<file path="src/hdl/t9wpm_pkg.sv">
package t9wpm_pkg;

    // Key code as held in the pattern register and produced by the character map
    typedef logic [3:0] key_t;

    // Configuration register indexes
    typedef enum logic [0:0] {
        CFG_PATTERN_KEYS   = 1'b0,
        CFG_PATTERN_LENGTH = 1'b1
    } cfg_addr_t;

    localparam int unsigned KEYS_W    = 48;
    localparam int unsigned LENGTH_W  = 4;
    localparam int unsigned KEY_W     = 4;
    localparam int unsigned KEY_SLOTS = KEYS_W / KEY_W;

    // Key codes that are not plain digits
    localparam key_t KEY_STAR = 4'd10;

    // Characters with a meaning of their own
    localparam logic [15:0] CHAR_PLUS  = 16'h002B;
    localparam logic [15:0] CHAR_SPACE = 16'h0020;

    // Cyrillic folding onto the upper half of the byte table
    localparam logic [15:0] CYR_FIRST   = 16'h0410;
    localparam logic [15:0] CYR_END     = 16'h0450;
    localparam logic [15:0] CYR_SHIFT   = 16'h0350;
    localparam logic [15:0] CYR_IO_UP   = 16'h0401;
    localparam logic [7:0]  CYR_IO_UP_B = 8'hA8;
    localparam logic [15:0] CYR_IO_LO   = 16'h0451;
    localparam logic [7:0]  CYR_IO_LO_B = 8'hB8;

    // Phone-key table over the folded byte
    function automatic key_t byte_to_key(input logic [7:0] b);
        key_t k;
        unique case (b) inside
            8'h21, 8'h22, 8'h23, 8'h27, 8'h2B, 8'h2C, 8'h2D, 8'h2E,
            8'h3A, 8'h3B, 8'h3F, 8'h40, 8'h5F:
                k = 4'd0;
            8'h25, 8'h26, 8'h28, 8'h29, 8'h2A, 8'h2F, 8'h3C, 8'h3D,
            8'h3E, 8'h5C, 8'h7E:
                k = KEY_STAR;
            [8'h30:8'h39]:
                k = b[3:0];
            [8'h41:8'h43], [8'h61:8'h63], [8'hC0:8'hC3], [8'hE0:8'hE3]:
                k = 4'd2;
            [8'h44:8'h46], [8'h64:8'h66], [8'hC4:8'hC7], [8'hE4:8'hE7],
            8'hA8, 8'hB8:
                k = 4'd3;
            [8'h47:8'h49], [8'h67:8'h69], [8'hC8:8'hCB], [8'hE8:8'hEB]:
                k = 4'd4;
            [8'h4A:8'h4C], [8'h6A:8'h6C], [8'hCC:8'hCE], [8'hEC:8'hEE]:
                k = 4'd5;
            [8'h4D:8'h4F], [8'h6D:8'h6F], [8'hCF:8'hD1], [8'hEF:8'hF1]:
                k = 4'd6;
            [8'h50:8'h53], [8'h70:8'h73], [8'hD2:8'hD5], [8'hF2:8'hF5]:
                k = 4'd7;
            [8'h54:8'h56], [8'h74:8'h76], [8'hD6:8'hDA], [8'hF6:8'hFA]:
                k = 4'd8;
            [8'h57:8'h5A], [8'h77:8'h7A], [8'hDB:8'hDF], [8'hFB:8'hFF]:
                k = 4'd9;
            default:
                k = 4'd1;
        endcase
        return k;
    endfunction

endpackage

</file>
<file path="src/hdl/t9wpm_char_key.sv">
module t9wpm_char_key
    import t9wpm_pkg::*;
(
    input  logic [15:0] char_code,
    output key_t        key
);

    logic [7:0] folded;

    // Fold Cyrillic onto the upper byte range, keep the low byte otherwise
    always_comb begin
        if (char_code >= CYR_FIRST && char_code < CYR_END) begin
            folded = char_code[7:0] - CYR_SHIFT[7:0];
        end else if (char_code == CYR_IO_UP) begin
            folded = CYR_IO_UP_B;
        end else if (char_code == CYR_IO_LO) begin
            folded = CYR_IO_LO_B;
        end else begin
            folded = char_code[7:0];
        end
    end

    // Look up the phone key
    assign key = byte_to_key(folded);

endmodule

</file>
<file path="src/hdl/t9_word_prefix_matcher.sv">
// Keypad prefix matcher: characters of one string are transferred one per cycle on the s_
// channel, the final one flagged by s_last, and one m_matched result is transferred per string.
// An item passes an input register, then the key lookup and pattern compare sit between that
// register and the per-string state and result registers, so the block takes one character
// every cycle unless stalled, and the result is registered as the last character leaves the
// input register. The only stall comes from the result register: a final character waits in
// the input register while an earlier result has not been taken. pattern_keys (index 0) and
// pattern_length (index 1) are written through cfg_wr_en/cfg_addr/cfg_wr_data, by the user only
// while no string is in flight, unchecked; a length over PATTERN_MAX is treated as PATTERN_MAX.
module t9_word_prefix_matcher
    import t9wpm_pkg::*;
#(
    parameter int unsigned PATTERN_MAX = 12
) (
    input  logic                aclk,
    input  logic                aresetn,
    input  logic                cfg_wr_en,
    input  logic [0:0]          cfg_addr,
    input  logic [KEYS_W-1:0]   cfg_wr_data,
    input  logic                s_valid,
    output logic                s_ready,
    input  logic [15:0]         s_char_code,
    input  logic                s_char_valid,
    input  logic                s_last,
    output logic                m_valid,
    input  logic                m_ready,
    output logic                m_matched
);

    localparam int unsigned POS_BITS = $clog2(PATTERN_MAX + 2);
    localparam int unsigned CNT_W    = (POS_BITS > LENGTH_W) ? POS_BITS : LENGTH_W;
    localparam int unsigned SLOT_W   = $clog2(KEY_SLOTS);

    // Configuration
    logic [KEYS_W-1:0]   pattern_keys_reg;
    logic [LENGTH_W-1:0] pattern_length_reg;

    // Input stage
    logic                in_valid_reg;
    logic [15:0]         in_char_reg;
    logic                in_char_valid_reg;
    logic                in_last_reg;

    // Per-string state
    logic [CNT_W-1:0]    word_position_reg, word_position_next;
    logic                at_start_reg, at_start_next;
    logic                match_found_reg, match_found_next;

    // Result stage
    logic                m_valid_reg;
    logic                m_matched_reg;

    logic                out_free;
    logic                in_advance;
    key_t                char_key;
    key_t                want_key;
    key_t                slot_keys [KEY_SLOTS];
    logic [CNT_W-1:0]    eff_length;
    logic [CNT_W-1:0]    key_index;
    logic                plen_zero;

    // Write configuration registers
    always_ff @(posedge aclk) begin
        if (!aresetn) begin
            pattern_keys_reg   <= '0;
            pattern_length_reg <= '0;
        end else if (cfg_wr_en) begin
            unique case (cfg_addr_t'(cfg_addr))
                CFG_PATTERN_KEYS:   pattern_keys_reg   <= cfg_wr_data;
                CFG_PATTERN_LENGTH: pattern_length_reg <= cfg_wr_data[LENGTH_W-1:0];
                default:            pattern_keys_reg   <= pattern_keys_reg;
            endcase
        end
    end

    // Handshake between the stages
    assign out_free   = !m_valid_reg || m_ready;
    assign in_advance = in_valid_reg && (!in_last_reg || out_free);
    assign s_ready    = !in_valid_reg || in_advance;

    // Input register
    always_ff @(posedge aclk) begin
        if (!aresetn) begin
            in_valid_reg <= 1'b0;
        end else if (s_ready) begin
            in_valid_reg <= s_valid;
        end
    end

    always_ff @(posedge aclk) begin
        if (s_ready && s_valid) begin
            in_char_reg       <= s_char_code;
            in_char_valid_reg <= s_char_valid;
            in_last_reg       <= s_last;
        end
    end

    t9wpm_char_key u_char_key (
        .char_code (in_char_reg),
        .key       (char_key)
    );

    // Saturate the pattern length
    always_comb begin
        eff_length = CNT_W'(pattern_length_reg);
        if (eff_length > CNT_W'(PATTERN_MAX)) begin
            eff_length = CNT_W'(PATTERN_MAX);
        end
    end
    assign plen_zero = (eff_length == '0);

    // Pick the expected key; slots past the register read as zero
    always_comb begin
        for (int i = 0; i < KEY_SLOTS; i++) begin
            slot_keys[i] = pattern_keys_reg[i*KEY_W +: KEY_W];
        end
    end
    assign key_index = word_position_reg - CNT_W'(1);
    assign want_key  = (key_index < CNT_W'(KEY_SLOTS)) ? slot_keys[key_index[SLOT_W-1:0]]
                                                       : key_t'(0);

    // Advance the word match
    always_comb begin
        word_position_next = word_position_reg;
        at_start_next      = at_start_reg;
        match_found_next   = match_found_reg;
        if (in_char_valid_reg && !match_found_reg && !plen_zero) begin
            at_start_next = 1'b0;
            if (at_start_reg && in_char_reg == CHAR_PLUS) begin
                word_position_next = word_position_reg;
            end else if (word_position_reg == '0) begin
                if (in_char_reg == CHAR_SPACE) begin
                    word_position_next = CNT_W'(1);
                end
            end else if (char_key == want_key) begin
                word_position_next = word_position_reg + CNT_W'(1);
                if (word_position_next > eff_length) begin
                    match_found_next = 1'b1;
                end
            end else begin
                word_position_next = '0;
            end
        end else if (in_char_valid_reg) begin
            at_start_next = 1'b0;
        end
    end

    // Hold per-string state, clear it once the string ends
    always_ff @(posedge aclk) begin
        if (!aresetn) begin
            word_position_reg <= CNT_W'(1);
            at_start_reg      <= 1'b1;
            match_found_reg   <= 1'b0;
        end else if (in_advance) begin
            if (in_last_reg) begin
                word_position_reg <= CNT_W'(1);
                at_start_reg      <= 1'b1;
                match_found_reg   <= 1'b0;
            end else begin
                word_position_reg <= word_position_next;
                at_start_reg      <= at_start_next;
                match_found_reg   <= match_found_next;
            end
        end
    end

    // Result register
    always_ff @(posedge aclk) begin
        if (!aresetn) begin
            m_valid_reg <= 1'b0;
        end else if (in_advance && in_last_reg) begin
            m_valid_reg <= 1'b1;
        end else if (m_ready) begin
            m_valid_reg <= 1'b0;
        end
    end

    always_ff @(posedge aclk) begin
        if (in_advance && in_last_reg) begin
            m_matched_reg <= plen_zero || match_found_next;
        end
    end

    assign m_valid   = m_valid_reg;
    assign m_matched = m_matched_reg;

    // Position never runs past one beyond the longest pattern
    a_position_bound: assert property (@(posedge aclk) disable iff (!aresetn)
        word_position_reg <= CNT_W'(PATTERN_MAX + 1))
        else $error("word position out of range");

    // A match needs at least one processed character
    a_match_after_start: assert property (@(posedge aclk) disable iff (!aresetn)
        match_found_reg |-> !at_start_reg)
        else $error("match flagged at string start");

    // The end of a string restores the string state and sets the result valid
    a_clear_on_last: assert property (@(posedge aclk) disable iff (!aresetn)
        (in_advance && in_last_reg) |=>
            (word_position_reg == CNT_W'(1) && at_start_reg && !match_found_reg && m_valid_reg))
        else $error("string state not cleared after result");

    // A held input item is not lost
    a_input_held: assert property (@(posedge aclk) disable iff (!aresetn)
        (in_valid_reg && !in_advance) |=> (in_valid_reg && $stable(in_char_reg)))
        else $error("stalled input item dropped");

endmodule

</file>
<file path="config.mk">
export PLATFORM = sky130hd
export DESIGN_NAME = t9_word_prefix_matcher
export DESIGN_NICKNAME = d
export VERILOG_FILES = /design/src/hdl/t9wpm_pkg.sv /design/src/hdl/t9wpm_char_key.sv /design/src/hdl/t9_word_prefix_matcher.sv
export SDC_FILE = /design/constraint.sdc
export NUM_CORES = 1
export LEC_CHECK = 0
export ABC_AREA = 1
export BUFFER_PORTS_ARGS = -buffer_cell sky130_fd_sc_hd__clkbuf_2
export CAP_MARGIN = 25
export CORE_MARGIN = 1.5
export CORE_UTILIZATION = 40
export DETAILED_ROUTE_END_ITERATION = 12
export MAX_ROUTING_LAYER = met4
export SYNTH_ARGS = -nofsm -noshare
export SYNTH_HDL_FRONTEND = slang
export SYNTH_SLANG_ARGS = --single-unit
</file>
<file path="constraint.sdc">
create_clock -name aclk -period 2.85 [get_ports aclk]
set_clock_uncertainty 0.15 [all_clocks]
set_input_delay 0.57 -clock aclk [delete_from_list [all_inputs] [get_ports aclk]]
set_output_delay 0.57 -clock aclk [all_outputs]
set_load 0.01 [all_outputs]
</file>
==> results.py <==
metrics = {
    "synth": {
        "synth.cell_area_sq_um": 5000,
        "synth_nets": 802,
        "ys_seq_elements": 79,
        "yosysWarnings": 0,
        "ys_seq_area_frac": 0.355,
        "synth-edff-count": 19,
        "synthArstFlopShare": 0,
        "syn_avg_cell_area_sq_um": 6.94,
        "yosys.cell_types.count": 48,
        "ys.flop_type": "dfxtp_1",
        "synth_cells": 720,
    },
    "pwr": {
        "power_density_nw_per_um2": 459,
        "power_mw": 3.03,
        "p_leak_nw": 3.06,
        "combPwrFrac": 0.216,
        "p_int_mw": 2.17,
        "switching_share": 0.284,
        "power_switching_mw": 0.861,
        "seq_power_share": 0.414,
        "clkPwrFrac": 0.370,
        "vdd_drop_max_mv": 0.363,
    },
    "final_layout": {
        "area_delta_synth_final_pct": 32.2,
        "drive_above_1_share": 0.304,
        "mostFrequentLayoutCells": "nor2_1 (128), nand2_1 (118), buf_4 (78), clkbuf_2 (75), o21ai_0 (68)",
        "final_core_util": 0.546,
        "fin_area_sq_um": 6610,
        "finalNonFillerCells": 1034,
        "nNetsFinal": 943,
        "largest_reg_flops": 48,
        "n_fill_cell": 1232,
        "antenna_cells": 0,
        "layout_commonest_cell": "nor2_1",
    },
    "flow_run": {
        "drv_cap": 0,
    },
    "critical_path": {
        "slowest_delay_ps": 430,
        "critical_path_class": "flop to flop",
        "critPathLaunchType": "flop",
        "crit_path_end_kind": "flop",
        "r2r_start": "in_char_reg[4]",
        "crit_chain": "inv_2 > ha_4 > nand2_1 > o21bai_4 > buf_4 > nand3_4 > nand2_8 > inv_8 > nand2_8 > nor2_4 > nor2_2 > nand3_1 > nand2_1 > nor2_2 > inv_1 > nor3_2 > nand2_1 > nand2_1 > nand3_2 > nor2_4 > nand3_2 > nand3b_1",
        "cp_max_fo": 5,
        "startpoint": "in_char_reg[4]",
        "rrSetupSlack_ps": -300,
        "reg2reg_to": "m_matched",
        "cp.arrival_ps": 3190,
        "cp_slowest_cell": "edfxtp_1",
        "crit_required_ps": 2900,
        "crit_top_cell": "nand2_1",
        "ff2ff_path_depth": 22,
        "crit_end": "m_matched",
    },
    "global_route": {
        "grt_pass1_vias": 5093,
        "antenna_found_initial": 0,
        "grt_first_pass_wirelength_um": 24300,
        "grt_usage": 0.238,
        "overflow": 0,
        "grt_max_degree": 45,
    },
    "sta": {
        "drv_slew": 0,
        "setup_tns_ps": -1460,
        "period_minus_slack_ps": 3150,
        "slew_headroom": 0.536,
        "final-setup-viol-count": 6,
        "finalHoldViolations": 0,
        "setup_slack_ps": -295,
        "tightest_slew_ps": 695,
        "rsz0062_at_grt": "true",
        "fmax_mhz": 318,
        "whs_ps": 260,
        "fin_crit_sh": 1.10,
    },
    "clocking": {
        "cts_root_buf": "clkbuf_16",
        "cts.reportedPaths.clkPinSlew_ps": 60,
        "cts_buffer_depth": 2,
        "cts_max_level": 3,
        "cts_tree": "done",
        "cts_buffers": 9,
        "worst_skew_pair.late_latency_ps": 330,
        "cts_sinks": 79,
        "cts-hold-fix-buffers": 0,
    },
    "die": {
        "rows": 40,
        "initial_core_util": 0.413,
        "dieArea_sq_um": 13200,
        "pin_count": 75,
        "die_w_um": 115,
        "core-area_sq_um": 12100,
        "dieHeight_um": 115,
    },
    "status": {
        "status": "finished with violations",
        "violations": "setup timing",
    },
    "route": {
        "antenna_left": 0,
        "via_per_inst": 4.99,
        "first_pass_iters": 5,
        "drt_iter0_drc": 307,
        "vias": 5164,
        "wl_per_cell_um": 13.9,
        "drc_errors": 0,
        "drt-total-wl_um": 14300,
    },
    "place": {
        "placed_cells": 1002,
        "portBuffers": 74,
        "place.gp.congestion": 0.885,
        "place_ws_ps": -379,
        "dpl_cell_area_sq_um": 5960,
        "dpl.hpwl_um": 10600,
    },
    "min_path": {
        "hp-start": "s_char_code[11]",
        "worstHoldPathType": "input port to flop",
    },
}
[timing repair]
item	CTS	global route
endpoints found under the hold margin	0	0
gates cloned	0	1
pin swaps	26	24
buffers inserted	12	3
gates resized for setup	41	16
setup endpoints to repair	6	6
[power groups by stage]
stage / logic (mW) / registers, mW / clock network, mW
CTS: 0.642 / 1.26 / 1.15
finish: 0.654 / 1.26 / 1.12
global route: 0.731 / 1.26 / 1.19
global placement: 0.600 / 1.28 / 0
detailed placement: 0.605 / 1.28 / 0
floorplan: 0.393 / 1.27 / 0
[cells by family (layout without fill, tap and decap cells)]
family,after synthesis,count (layout),synth area share
adders and majority gates,10,10,0.0250
and+or+nand+nor,393,394,0.382
buffers and inverters,100,245,0.0846
AOI/OAI and AO/OA,134,134,0.147
xor gates and xnor gates,4,4,0.00701
DFF,79,79,0.355
[worst max-delay path: cells and delay by family, from the launching register on]
kind	cells	cell delay (ps)
flops	1	430
compound gates	1	220
simple gates	16	1580
fa+ha+maj	1	170
buf+inv	4	460
[area by class of cell]
| cell class | count | area, sq um | share of cell area |
|---|---|---|---|
| flip-flops and latches | 79 | 1770 | 0.268 |
| multi-input cells | 542 | 3030 | 0.458 |
| clock inverters | 5 | 57.6 | 0.00871 |
| clock buffers | 11 | 234 | 0.0354 |
| well taps | 168 | 210 | 0.0318 |
| repair buffers | 156 | 1000 | 0.151 |
| inverters | 73 | 307 | 0.0464 |
[worst min path at each step]
stage,endpoint,cells past startpoint
after floorplan,pattern_keys_reg[38],2
after global placement,pattern_keys_reg[39],2
after detailed placement,pattern_keys_reg[39],2
after CTS,in_char_reg[11],1
after global routing,in_char_reg[11],1
final,in_char_reg[11],1
[layer usage]
layer	vias to the layer above	GRT usage	wire length [um]	part of all wire
met5	-	-	0	0
met4	0	0.0840	289	0.020
met3	23	0.0290	589	0.041
met2	123	0.406	7200	0.50
met1	2367	0.292	6260	0.44
li1	2651	-	-	-
[cells in the mapped netlist (2+ instances only)]
cell	instances	area (sq um)
a21oi_1	47	235
a221o_1	3	30.0
a22oi_1	3	22.5
buf_6	3	33.8
clkbuf_1	22	82.6
dfxtp_1	60	1200
edfxtp_1	19	571
ha_1	10	125
inv_1	63	236
inv_2	5	18.8
nand2_1	125	469
nand2_2	9	56.3
nand2_4	7	78.8
nand3_1	57	285
nand3_2	5	50.1
nand3_4	2	35.0
nand3b_1	2	15.0
nand4_1	10	62.6
nand4_2	3	37.5
nor2_1	142	533
nor2_2	8	50.1
nor2_4	8	90.1
nor2_8	3	60.1
nor3_1	6	30.0
nor4_1	3	18.8
o211ai_1	2	15.0
o21ai_0	68	340
o21ai_1	3	15.0
xor2_1	3	26.3
No activity file was read; power rests on OpenSTA's default activity.
